### config.mk
export PLATFORM = sky130hd
export DESIGN_NAME = sha1_byte_stream_hasher_flat
export DESIGN_NICKNAME = d
export VERILOG_FILES = /design/src/sv/sha1_pkg.sv /design/src/sv/sha1_if.sv /design/src/sv/sha1_dp.sv /design/src/sv/sha1_ctrl.sv /design/src/sv/sha1_byte_stream_hasher.sv /design/src/flat_wrapper.sv
export SDC_FILE = /design/constraint.sdc
export NUM_CORES = 2
export LEC_CHECK = 0
export BUFFER_PORTS_ARGS = -buffer_cell sky130_fd_sc_hd__buf_2
export CAP_MARGIN = 20
export CELL_PAD_IN_SITES_DETAIL_PLACEMENT = 1
export CELL_PAD_IN_SITES_GLOBAL_PLACEMENT = 1
export CORE_MARGIN = 4
export CORE_UTILIZATION = 52
export CTS_CLUSTER_DIAMETER = 80
export CTS_CLUSTER_SIZE = 28
export DETAILED_ROUTE_END_ITERATION = 10
export PLACE_DENSITY = 0.79
export SLEW_MARGIN = 20
export SYNTH_ARGS = -nofsm -noshare
export SYNTH_HDL_FRONTEND = slang
export SYNTH_SLANG_ARGS = --single-unit
### constraint.sdc
create_clock -name clk_i -period 8.45 [get_ports clk_i]
set_input_delay 0 -clock clk_i [delete_from_list [all_inputs] [get_ports clk_i]]
set_output_delay 0 -clock clk_i [all_outputs]
set_load 0.05 [all_outputs]
### src/sv/sha1_pkg.sv
`default_nettype none
package sha1_pkg;

  localparam int unsigned LengthBitsDefault = 64;
  localparam int unsigned CountBits = 61;
  localparam int unsigned NumRounds = 80;

  localparam logic [31:0] H0Init = 32'h67452301;
  localparam logic [31:0] H1Init = 32'hEFCDAB89;
  localparam logic [31:0] H2Init = 32'h98BADCFE;
  localparam logic [31:0] H3Init = 32'h10325476;
  localparam logic [31:0] H4Init = 32'hC3D2E1F0;

  localparam logic [31:0] K0 = 32'h5A827999;
  localparam logic [31:0] K1 = 32'h6ED9EBA1;
  localparam logic [31:0] K2 = 32'h8F1BBCDC;
  localparam logic [31:0] K3 = 32'hCA62C1D6;

  localparam logic [7:0] PadByte = 8'h80;
  localparam logic [5:0] LenPos = 6'd56;

  typedef enum logic [2:0] {
    StIdle,
    StPadFirst,
    StPadFill,
    StRound,
    StAfter,
    StLen,
    StOut
  } state_e;

  // controller to datapath
  typedef struct packed {
    logic load_byte;
    logic pad_byte;
    logic zero_byte;
    logic load_len;
    logic start_comp;
    logic round;
    logic finish_comp;
    logic clear_msg;
  } cmd_t;

  // datapath to controller
  typedef struct packed {
    logic [5:0] pos;
    logic       last_round;
  } status_t;

endpackage
`default_nettype wire

### src/sv/sha1_if.sv
`default_nettype none
interface sha1_in_if;
  logic       valid;
  logic       ready;
  logic [7:0] data_byte;
  logic       byte_present;
  logic       end_of_message;
  modport source (output valid, data_byte, byte_present, end_of_message, input ready);
  modport sink (input valid, data_byte, byte_present, end_of_message, output ready);
endinterface

interface sha1_out_if;
  logic        valid;
  logic        ready;
  logic [31:0] digest_word;
  logic [2:0]  word_index;
  logic        last_word;
  modport source (output valid, digest_word, word_index, last_word, input ready);
  modport sink (input valid, digest_word, word_index, last_word, output ready);
endinterface
`default_nettype wire

### src/sv/sha1_dp.sv
`default_nettype none
module sha1_dp #(
  parameter int unsigned LengthBits = sha1_pkg::LengthBitsDefault
) (
  input  wire logic             clk_i,
  input  wire logic             rst_ni,
  input  wire logic [7:0]       data_byte_i,
  input  wire sha1_pkg::cmd_t   cmd_i,
  input  wire logic [2:0]       out_sel_i,
  output sha1_pkg::status_t     status_o,
  output logic [31:0]           digest_o
);

  localparam int unsigned CB = sha1_pkg::CountBits;

  logic [31:0] w_q [16];
  logic [31:0] h_q [5];
  logic [31:0] v_q [5];
  logic [CB-1:0] cnt_q;
  logic [5:0] fp_q;
  logic [6:0] rnd_q;

  logic [5:0] pos;
  logic [63:0] bits;
  logic [31:0] wn, f, k, t;
  logic [7:0] bval;

  // block write position, runs on through the padding
  assign pos = fp_q;
  assign bits = 64'({cnt_q, 3'b000}) & ({64{1'b1}} >> (64 - LengthBits));
  assign status_o.pos = pos;
  assign status_o.last_round = (rnd_q == 7'(sha1_pkg::NumRounds - 1));

  // schedule runs in place on the 16-word window
  always_comb begin
    logic [31:0] x;
    x = w_q[13] ^ w_q[8] ^ w_q[2] ^ w_q[0];
    wn = (rnd_q < 7'd16) ? w_q[0] : {x[30:0], x[31]};
    if (rnd_q < 7'd20) begin
      f = v_q[3] ^ (v_q[1] & (v_q[2] ^ v_q[3]));
      k = sha1_pkg::K0;
    end else if (rnd_q < 7'd40) begin
      f = v_q[1] ^ v_q[2] ^ v_q[3];
      k = sha1_pkg::K1;
    end else if (rnd_q < 7'd60) begin
      f = (v_q[1] & v_q[2]) | (v_q[3] & (v_q[1] | v_q[2]));
      k = sha1_pkg::K2;
    end else begin
      f = v_q[1] ^ v_q[2] ^ v_q[3];
      k = sha1_pkg::K3;
    end
    t = {v_q[0][26:0], v_q[0][31:27]} + f + v_q[4] + k + wn;
  end

  always_comb begin
    bval = data_byte_i;
    if (cmd_i.pad_byte) bval = sha1_pkg::PadByte;
    else if (cmd_i.zero_byte) bval = 8'h00;
  end

  always_ff @(posedge clk_i) begin
    if (cmd_i.load_byte || cmd_i.pad_byte || cmd_i.zero_byte) begin
      unique case (pos[1:0])
        2'd0: w_q[pos[5:2]][31:24] <= bval;
        2'd1: w_q[pos[5:2]][23:16] <= bval;
        2'd2: w_q[pos[5:2]][15:8]  <= bval;
        default: w_q[pos[5:2]][7:0] <= bval;
      endcase
    end else if (cmd_i.load_len) begin
      w_q[14] <= bits[63:32];
      w_q[15] <= bits[31:0];
    end else if (cmd_i.round) begin
      for (int i = 0; i < 15; i++) w_q[i] <= w_q[i+1];
      w_q[15] <= wn;
    end
    if (cmd_i.start_comp) begin
      for (int i = 0; i < 5; i++) v_q[i] <= h_q[i];
    end else if (cmd_i.round) begin
      v_q[0] <= t;
      v_q[1] <= v_q[0];
      v_q[2] <= {v_q[1][1:0], v_q[1][31:2]};
      v_q[3] <= v_q[2];
      v_q[4] <= v_q[3];
    end
  end

  always_ff @(posedge clk_i or negedge rst_ni) begin
    if (!rst_ni) begin
      h_q[0] <= sha1_pkg::H0Init;
      h_q[1] <= sha1_pkg::H1Init;
      h_q[2] <= sha1_pkg::H2Init;
      h_q[3] <= sha1_pkg::H3Init;
      h_q[4] <= sha1_pkg::H4Init;
      cnt_q <= '0;
      fp_q <= '0;
      rnd_q <= '0;
    end else begin
      if (cmd_i.load_byte) cnt_q <= cnt_q + CB'(1);
      if (cmd_i.load_byte || cmd_i.pad_byte || cmd_i.zero_byte) fp_q <= pos + 6'd1;
      if (cmd_i.round) rnd_q <= status_o.last_round ? 7'd0 : rnd_q + 7'd1;
      if (cmd_i.finish_comp) begin
        for (int i = 0; i < 5; i++) h_q[i] <= h_q[i] + v_q[i];
      end
      if (cmd_i.clear_msg) begin
        h_q[0] <= sha1_pkg::H0Init;
        h_q[1] <= sha1_pkg::H1Init;
        h_q[2] <= sha1_pkg::H2Init;
        h_q[3] <= sha1_pkg::H3Init;
        h_q[4] <= sha1_pkg::H4Init;
        cnt_q <= '0;
        fp_q <= '0;
      end
    end
  end

  always_comb begin
    unique case (out_sel_i)
      3'd0: digest_o = h_q[0];
      3'd1: digest_o = h_q[1];
      3'd2: digest_o = h_q[2];
      3'd3: digest_o = h_q[3];
      default: digest_o = h_q[4];
    endcase
  end

endmodule
`default_nettype wire

### src/sv/sha1_ctrl.sv
`default_nettype none
module sha1_ctrl (
  input  wire logic              clk_i,
  input  wire logic              rst_ni,
  input  wire logic              in_valid_i,
  input  wire logic              byte_present_i,
  input  wire logic              end_of_message_i,
  output logic                   in_ready_o,
  output logic                   out_valid_o,
  input  wire logic              out_ready_i,
  output logic [2:0]             out_sel_o,
  output logic                   last_word_o,
  input  wire sha1_pkg::status_t status_i,
  output sha1_pkg::cmd_t         cmd_o
);

  sha1_pkg::state_e state_q, state_d;
  sha1_pkg::state_e ret_q, ret_d;   // where to go once a compression ends
  logic [2:0] sel_q, sel_d;

  assign out_sel_o = sel_q;
  assign last_word_o = (sel_q == 3'd4);

  always_ff @(posedge clk_i or negedge rst_ni) begin
    if (!rst_ni) begin
      state_q <= sha1_pkg::StIdle;
      ret_q <= sha1_pkg::StIdle;
      sel_q <= '0;
    end else begin
      state_q <= state_d;
      ret_q <= ret_d;
      sel_q <= sel_d;
    end
  end

  always_comb begin
    state_d = state_q;
    ret_d = ret_q;
    sel_d = sel_q;
    cmd_o = '0;
    in_ready_o = 1'b0;
    out_valid_o = 1'b0;
    unique case (state_q)
      sha1_pkg::StIdle: begin
        in_ready_o = 1'b1;
        if (in_valid_i) begin
          cmd_o.load_byte = byte_present_i;
          if (byte_present_i && status_i.pos == 6'd63) begin
            cmd_o.start_comp = 1'b1;
            state_d = sha1_pkg::StRound;
            ret_d = end_of_message_i ? sha1_pkg::StPadFirst : sha1_pkg::StIdle;
          end else if (end_of_message_i) begin
            state_d = sha1_pkg::StPadFirst;
          end
        end
      end
      sha1_pkg::StPadFirst: begin
        cmd_o.pad_byte = 1'b1;
        if (status_i.pos == 6'd63) begin
          cmd_o.start_comp = 1'b1;
          ret_d = sha1_pkg::StPadFill;
          state_d = sha1_pkg::StRound;
        end else if (status_i.pos == sha1_pkg::LenPos - 6'd1) begin
          state_d = sha1_pkg::StLen;
        end else begin
          state_d = sha1_pkg::StPadFill;
        end
      end
      sha1_pkg::StPadFill: begin
        // zeros up to the length field or to the end of the block
        cmd_o.zero_byte = 1'b1;
        if (status_i.pos == 6'd63) begin
          cmd_o.start_comp = 1'b1;
          ret_d = sha1_pkg::StPadFill;
          state_d = sha1_pkg::StRound;
        end else if (status_i.pos == sha1_pkg::LenPos - 6'd1) begin
          state_d = sha1_pkg::StLen;
        end
      end
      sha1_pkg::StLen: begin
        cmd_o.load_len = 1'b1;
        cmd_o.start_comp = 1'b1;
        ret_d = sha1_pkg::StOut;
        state_d = sha1_pkg::StRound;
      end
      sha1_pkg::StRound: begin
        cmd_o.round = 1'b1;
        if (status_i.last_round) state_d = sha1_pkg::StAfter;
      end
      sha1_pkg::StAfter: begin
        cmd_o.finish_comp = 1'b1;
        sel_d = '0;
        state_d = ret_q;
      end
      sha1_pkg::StOut: begin
        out_valid_o = 1'b1;
        if (out_ready_i) begin
          sel_d = sel_q + 3'd1;
          if (sel_q == 3'd4) begin
            cmd_o.clear_msg = 1'b1;
            ret_d = sha1_pkg::StIdle;
            sel_d = '0;
            state_d = sha1_pkg::StIdle;
          end
        end
      end
      default: state_d = sha1_pkg::StIdle;
    endcase
  end

endmodule
`default_nettype wire

### src/sv/sha1_byte_stream_hasher.sv
// channel | dir | payload
// in      | in  | data_byte, byte_present, end_of_message
// out     | out | digest_word, word_index, last_word
// a byte word is taken whenever the block is idle; each full block then runs its
// rounds on the single round unit, followed by the hash update
// closing a message pads one byte a cycle, between compressions, up to the
// length field and then loads the length, with an extra block when the
// bytes reach past 55; after the last compression come five digest words
// reset restores the initial hash and clears the count at once
// input is held off while padding, compressing or digest words wait on out
`default_nettype none
module sha1_byte_stream_hasher #(
  parameter int unsigned LengthBits = sha1_pkg::LengthBitsDefault
) (
  input  wire logic clk_i,
  input  wire logic rst_ni,
  sha1_in_if.sink   in_i,
  sha1_out_if.source out_o
);

  sha1_pkg::cmd_t    cmd;
  sha1_pkg::status_t status;
  logic [2:0] sel;

  sha1_ctrl u_ctrl (
    .clk_i,
    .rst_ni,
    .in_valid_i      (in_i.valid),
    .byte_present_i  (in_i.byte_present),
    .end_of_message_i(in_i.end_of_message),
    .in_ready_o      (in_i.ready),
    .out_valid_o     (out_o.valid),
    .out_ready_i     (out_o.ready),
    .out_sel_o       (sel),
    .last_word_o     (out_o.last_word),
    .status_i        (status),
    .cmd_o           (cmd)
  );

  sha1_dp #(.LengthBits(LengthBits)) u_dp (
    .clk_i,
    .rst_ni,
    .data_byte_i(in_i.data_byte),
    .cmd_i      (cmd),
    .out_sel_i  (sel),
    .status_o   (status),
    .digest_o   (out_o.digest_word)
  );

  assign out_o.word_index = sel;

endmodule
`default_nettype wire

### src/flat_wrapper.sv
// flat-port wrapper written by rule: the top's interface ports become plain ports
module sha1_byte_stream_hasher_flat 
#(
  parameter int unsigned LengthBits = sha1_pkg::LengthBitsDefault
)
  (clk_i, rst_ni, in_i_valid, in_i_data_byte, in_i_byte_present, in_i_end_of_message, in_i_ready, out_o_valid, out_o_digest_word, out_o_word_index, out_o_last_word, out_o_ready);
  sha1_in_if in_i_i ();
  sha1_out_if out_o_i ();
  input  wire logic clk_i;
  input  wire logic rst_ni;
  input wire logic [$bits(in_i_i.valid)-1:0] in_i_valid;
  input wire logic [$bits(in_i_i.data_byte)-1:0] in_i_data_byte;
  input wire logic [$bits(in_i_i.byte_present)-1:0] in_i_byte_present;
  input wire logic [$bits(in_i_i.end_of_message)-1:0] in_i_end_of_message;
  output wire logic [$bits(in_i_i.ready)-1:0] in_i_ready;
  output wire logic [$bits(out_o_i.valid)-1:0] out_o_valid;
  output wire logic [$bits(out_o_i.digest_word)-1:0] out_o_digest_word;
  output wire logic [$bits(out_o_i.word_index)-1:0] out_o_word_index;
  output wire logic [$bits(out_o_i.last_word)-1:0] out_o_last_word;
  input wire logic [$bits(out_o_i.ready)-1:0] out_o_ready;
  assign in_i_i.valid = in_i_valid;
  assign in_i_i.data_byte = in_i_data_byte;
  assign in_i_i.byte_present = in_i_byte_present;
  assign in_i_i.end_of_message = in_i_end_of_message;
  assign in_i_ready = in_i_i.ready;
  assign out_o_valid = out_o_i.valid;
  assign out_o_digest_word = out_o_i.digest_word;
  assign out_o_word_index = out_o_i.word_index;
  assign out_o_last_word = out_o_i.last_word;
  assign out_o_i.ready = out_o_ready;
  sha1_byte_stream_hasher #(.LengthBits(LengthBits)) u_core (.clk_i(clk_i), .rst_ni(rst_ni), .in_i(in_i_i), .out_o(out_o_i));
endmodule
==> metrics.yaml <==
run_status:
  outcome: "finished, final reports clean"
clock_network:
  ctsResizeCount: 0
  cts_tree: "yes"
  cts_max_level: 2
  clkLatencyLatePin_ns: 0.71
  numCtsBuffers: 51
  clk_pin_slew_worst_paths_ns: 0.12
  clock_path_buffers: 3
  cts-root-buf: "clkbuf_16"
  cts.sinks: 915
yosys:
  syn_inst: 4929
  synth-edff-count: 672
  ys_seq_elements: 915
  synth_compound_area_frac: 0.195
  synth-simple-area-share: 0.113
  syn-num-nets: 5275
  avgSynthCellArea_sq_um: 10.6
  ys_async_sr_fraction: 0.266
  synth_xor_area_frac: 0.0499
  dominantRegCellSynth: "edfxtp_1"
  netlist_area_sq_um: 52500
  synth.top_cell.area_share: 0.385
  synth_adder_area_share: 0.0971
  yosys.area.top_type: "edfxtp_1"
  yosys_warnings: 0
  ys_types: 81
  synth_top_family_by_area: "compound AO/OA/AOI/OAI gates"
  synth.area.top_cells: "edfxtp_1 (38%), dfrtp_1 (7.8%), a21o_1 (7.7%), nand2_1 (5.5%), ha_1 (4.9%)"
  ys_seq_area_frac: 0.503
  synthMuxAreaShare: 0.00749
floorplanning:
  die_w_um: 326
  die_area_sq_um: 106000
  start_util: 0.524
  row_count: 116
  coreArea_sq_um: 100000
  die_height_um: 326
  io_pins: 52
critical_path:
  r2r-start: "u_core.u_dp.rnd_q[4]"
  r2r_setup_slack_ns: 1.41
  worstSetupStartpointType: "register"
  crit_required_ns: 8.98
  critPathMaxFanout: 36
  cp-endpoint: "u_core.u_dp.v_q[0][31]"
  critPathArrivalTime_ns: 7.57
  worstSetupPathType: "register to register"
  worstReg2RegEnd: "u_core.u_dp.v_q[0][31]"
  reg2reg_depth: 22
  critPathLaunch: "u_core.u_dp.rnd_q[4]"
  endpoint_kind: "register"
layout:
  final_cells: 6180
  drive_gt1_frac: 0.0711
  synthToLayoutAreaGrowth_pct: 6.43
  fin_nets: 5183
grt:
  antenna_found_initial: 2
  grt_max_degree: 249
  grt_usage: 0.310
  grt_pass1_wl_um: 253000
  grt_overflow: 0
  grt_pass1_vias: 40455
placement:
  port_buffers: 51
  place.gp.congestion: 0.926
  dp.cells: 6067
  hpwl_um: 117000
power_and_ir_drop:
  p_clk_frac: 0.373
  p_sw_mw: 1.68
  internal_power_mw: 6.00
  p_per_area_nw_per_um2: 138
  vdd_drop_max_mv: 0.149
  seqPwrFrac: 0.621
  power.leakage_nw: 25.6
  p_comb_frac: 0.006
  power_switching_share: 0.218
sta:
  maxSlewHeadroom: 0.137
  hold_viol_final: 0
  finalClockSkew_ns: 0.0534
  rsz0062_at_grt: "false"
  worst_pin_slew_ns: 1.29
  finalMaxSlewViolations: 0
  period_share: 0.834
  finalCriticalPeriod_ns: 7.04
  setup_violations: 0
  fmax_ghz: 0.142
  setup-tns-final_ns: 0
flow_run:
  max-cap-violations: 0
detailed_routing:
  vias: 39255
  drtAntennaViolNets: 0
  drt_iter0_drc: 3677
  dr.pass1.iters: 5
  routed_wirelength_um: 167000
  drt-vias-per-instance: 6.35
  drc: 0
  wl_per_cell_um: 27.0
hold_path:
  min_path_type: "input pin to register"
  min_from: "in_i_data_byte[6]"
worst min-delay path by stage:
| stage | end | slack (ns) | depth (start not counted) |
|---|---|---|---|
| after floorplan | u_core.u_ctrl.out_sel_o[0] | -0.30 | 0 |
| after global routing | u_core.u_dp.w_q[15][30] | 0.14 | 5 |
| after global placement | u_core.u_ctrl.state_q[2] | 0.17 | 1 |
| final | u_core.u_dp.w_q[15][30] | 0.05 | 5 |
| after detailed placement | u_core.u_ctrl.state_q[2] | 0.17 | 1 |
| after CTS | u_core.u_dp.w_q[15][30] | 0.007 | 5 |
cells in the mapped netlist, types with 64 or more instances:
master and count:
o21ai_0 270, edfxtp_1 672, xnor2_1 198, fa_1 125, a22oi_1 64, ha_1 207, o21a_1 66, nand3_1 106
a21oi_1 250, inv_1 206, xor2_1 101, a21o_1 536, dfrtp_1 163, nand2_1 765, nor2_1 211, dfstp_2 80
clkbuf_1 267
sequential cells by signal, summed over array words and instances, names as in the netlist:
signal	flops
u_core.u_ctrl.ret_q	3
u_core.u_dp.cnt_q	61
u_core.u_ctrl.state_q	3
u_core.u_dp.fp_q	6
u_core.u_dp.rnd_q	7
u_core.u_dp.v_q	160
u_core.u_dp.w_q	512
u_core.u_dp.h_q	160
u_core.u_ctrl.out_sel_o	3
worst max-delay path, cell delays in order, from the launching register on:
cell and delay, ns:
dfrtp_1 0.57, a41oi_1 0.33, nand2_1 0.13, buf_4 0.39
nand2_1 0.43, buf_4 0.37, o221a_2 0.29, fa_1 0.47
fa_1 0.54, inv_1 0.05, fa_1 0.53, inv_1 0.04
ha_1 0.35, a21oi_1 0.32, inv_1 0.08, a221oi_1 0.27
o21ai_0 0.12, a21oi_1 0.36, o21ai_0 0.34, a21o_1 0.28
o211ai_1 0.25, a21oi_1 0.11, o31ai_1 0.25
timing repair:
item | CTS | global route
setup buffers | 0 | 0
hold endpoints to repair | 132 | 0
hold buffers | 15 | 0
setup endpoints to repair | 0 | 0
power by group through the flow:
stage,sequential [mW],clock [mW],combinational [mW]
after floorplan,4.87,0,0.00269
after global placement,4.87,0,0.0397
after detailed placement,4.87,0,0.0401
after CTS,4.77,2.91,0.0464
after global routing,4.77,3.07,0.0500
final,4.77,2.86,0.0451
per-layer routing:
metal / part of all wire / GRT usage / wire length (um) / up-vias
met3: 0.053 / 0.0397 / 8860 / 312
met5: 0 / 0 / 0 / -
li1: - / - / - / 17538
met4: 0.048 / 0.130 / 8010 / 0
met1: 0.42 / 0.414 / 69700 / 20240
met2: 0.48 / 0.514 / 80400 / 1165
stage by stage:
| step | setup WS, ns | hold slack, ns | power, mW | util | cell area, sq um |
|---|---|---|---|---|---|
| floorplan | 2.33 | -0.296 | 4.87 | - | 52500 |
| global placement | 1.61 | 0.166 | 4.91 | 0.539 | 54000 |
| detailed placement | 1.39 | 0.171 | 4.91 | 0.539 | 54000 |
| CTS | 1.42 | 0.00716 | 7.72 | 0.557 | 55800 |
| global route | 0.923 | 0.139 | 7.89 | 0.557 | 55800 |
| finish | 1.41 | 0.0506 | 7.68 | 0.557 | 55800 |
logic make-up (layout without fill, tap and decap cells):
kind of cell | after synthesis | after routing
other cells | 0 | 2
fa+ha+maj | 332 | 332
xor+xnor | 299 | 299
flops | 915 | 915
buf+inv | 492 | 443
mux | 39 | 39
simple gates | 1351 | 1351
compound gates | 1501 | 1501
layout by cell type, fill, tap and decap left out, drive strengths merged, types with 31 or more instances in the layout:
| master | synthesis | routed |
|---|---|---|
| xor2 | 101 | 101 |
| nor2 | 212 | 212 |
| a22oi | 64 | 64 |
| a211oi | 37 | 37 |
| and3 | 35 | 35 |
| dfrtp | 163 | 163 |
| a21o | 536 | 536 |
| buf | 16 | 125 |
| o21a | 66 | 66 |
| edfxtp | 672 | 672 |
| dfstp | 80 | 80 |
| xnor2 | 198 | 198 |
| clkbuf | 268 | 72 |
| nand3 | 106 | 106 |
| fa | 125 | 125 |
| mux2i | 37 | 37 |
| nand4 | 31 | 31 |
| o211ai | 57 | 57 |
| nand2 | 765 | 765 |
| a221o | 47 | 47 |
| o21ai | 272 | 272 |
| ha | 207 | 207 |
| a21oi | 250 | 250 |
| nor3 | 48 | 48 |
| inv | 207 | 219 |
| nor2b | 33 | 33 |
layout make-up:
cell class	count	area [sq um]
Clock buffer	72	1420
Tap cell	1298	1620
Antenna cell	2	5.00
Clock inverter	24	225
Inverter	208	781
Multi-Input combinational cell	3522	24400
Sequential cell	915	26400
Fill cell	10688	44300
Timing Repair Buffer	139	1040
Power figures use the tool's default switching activity.
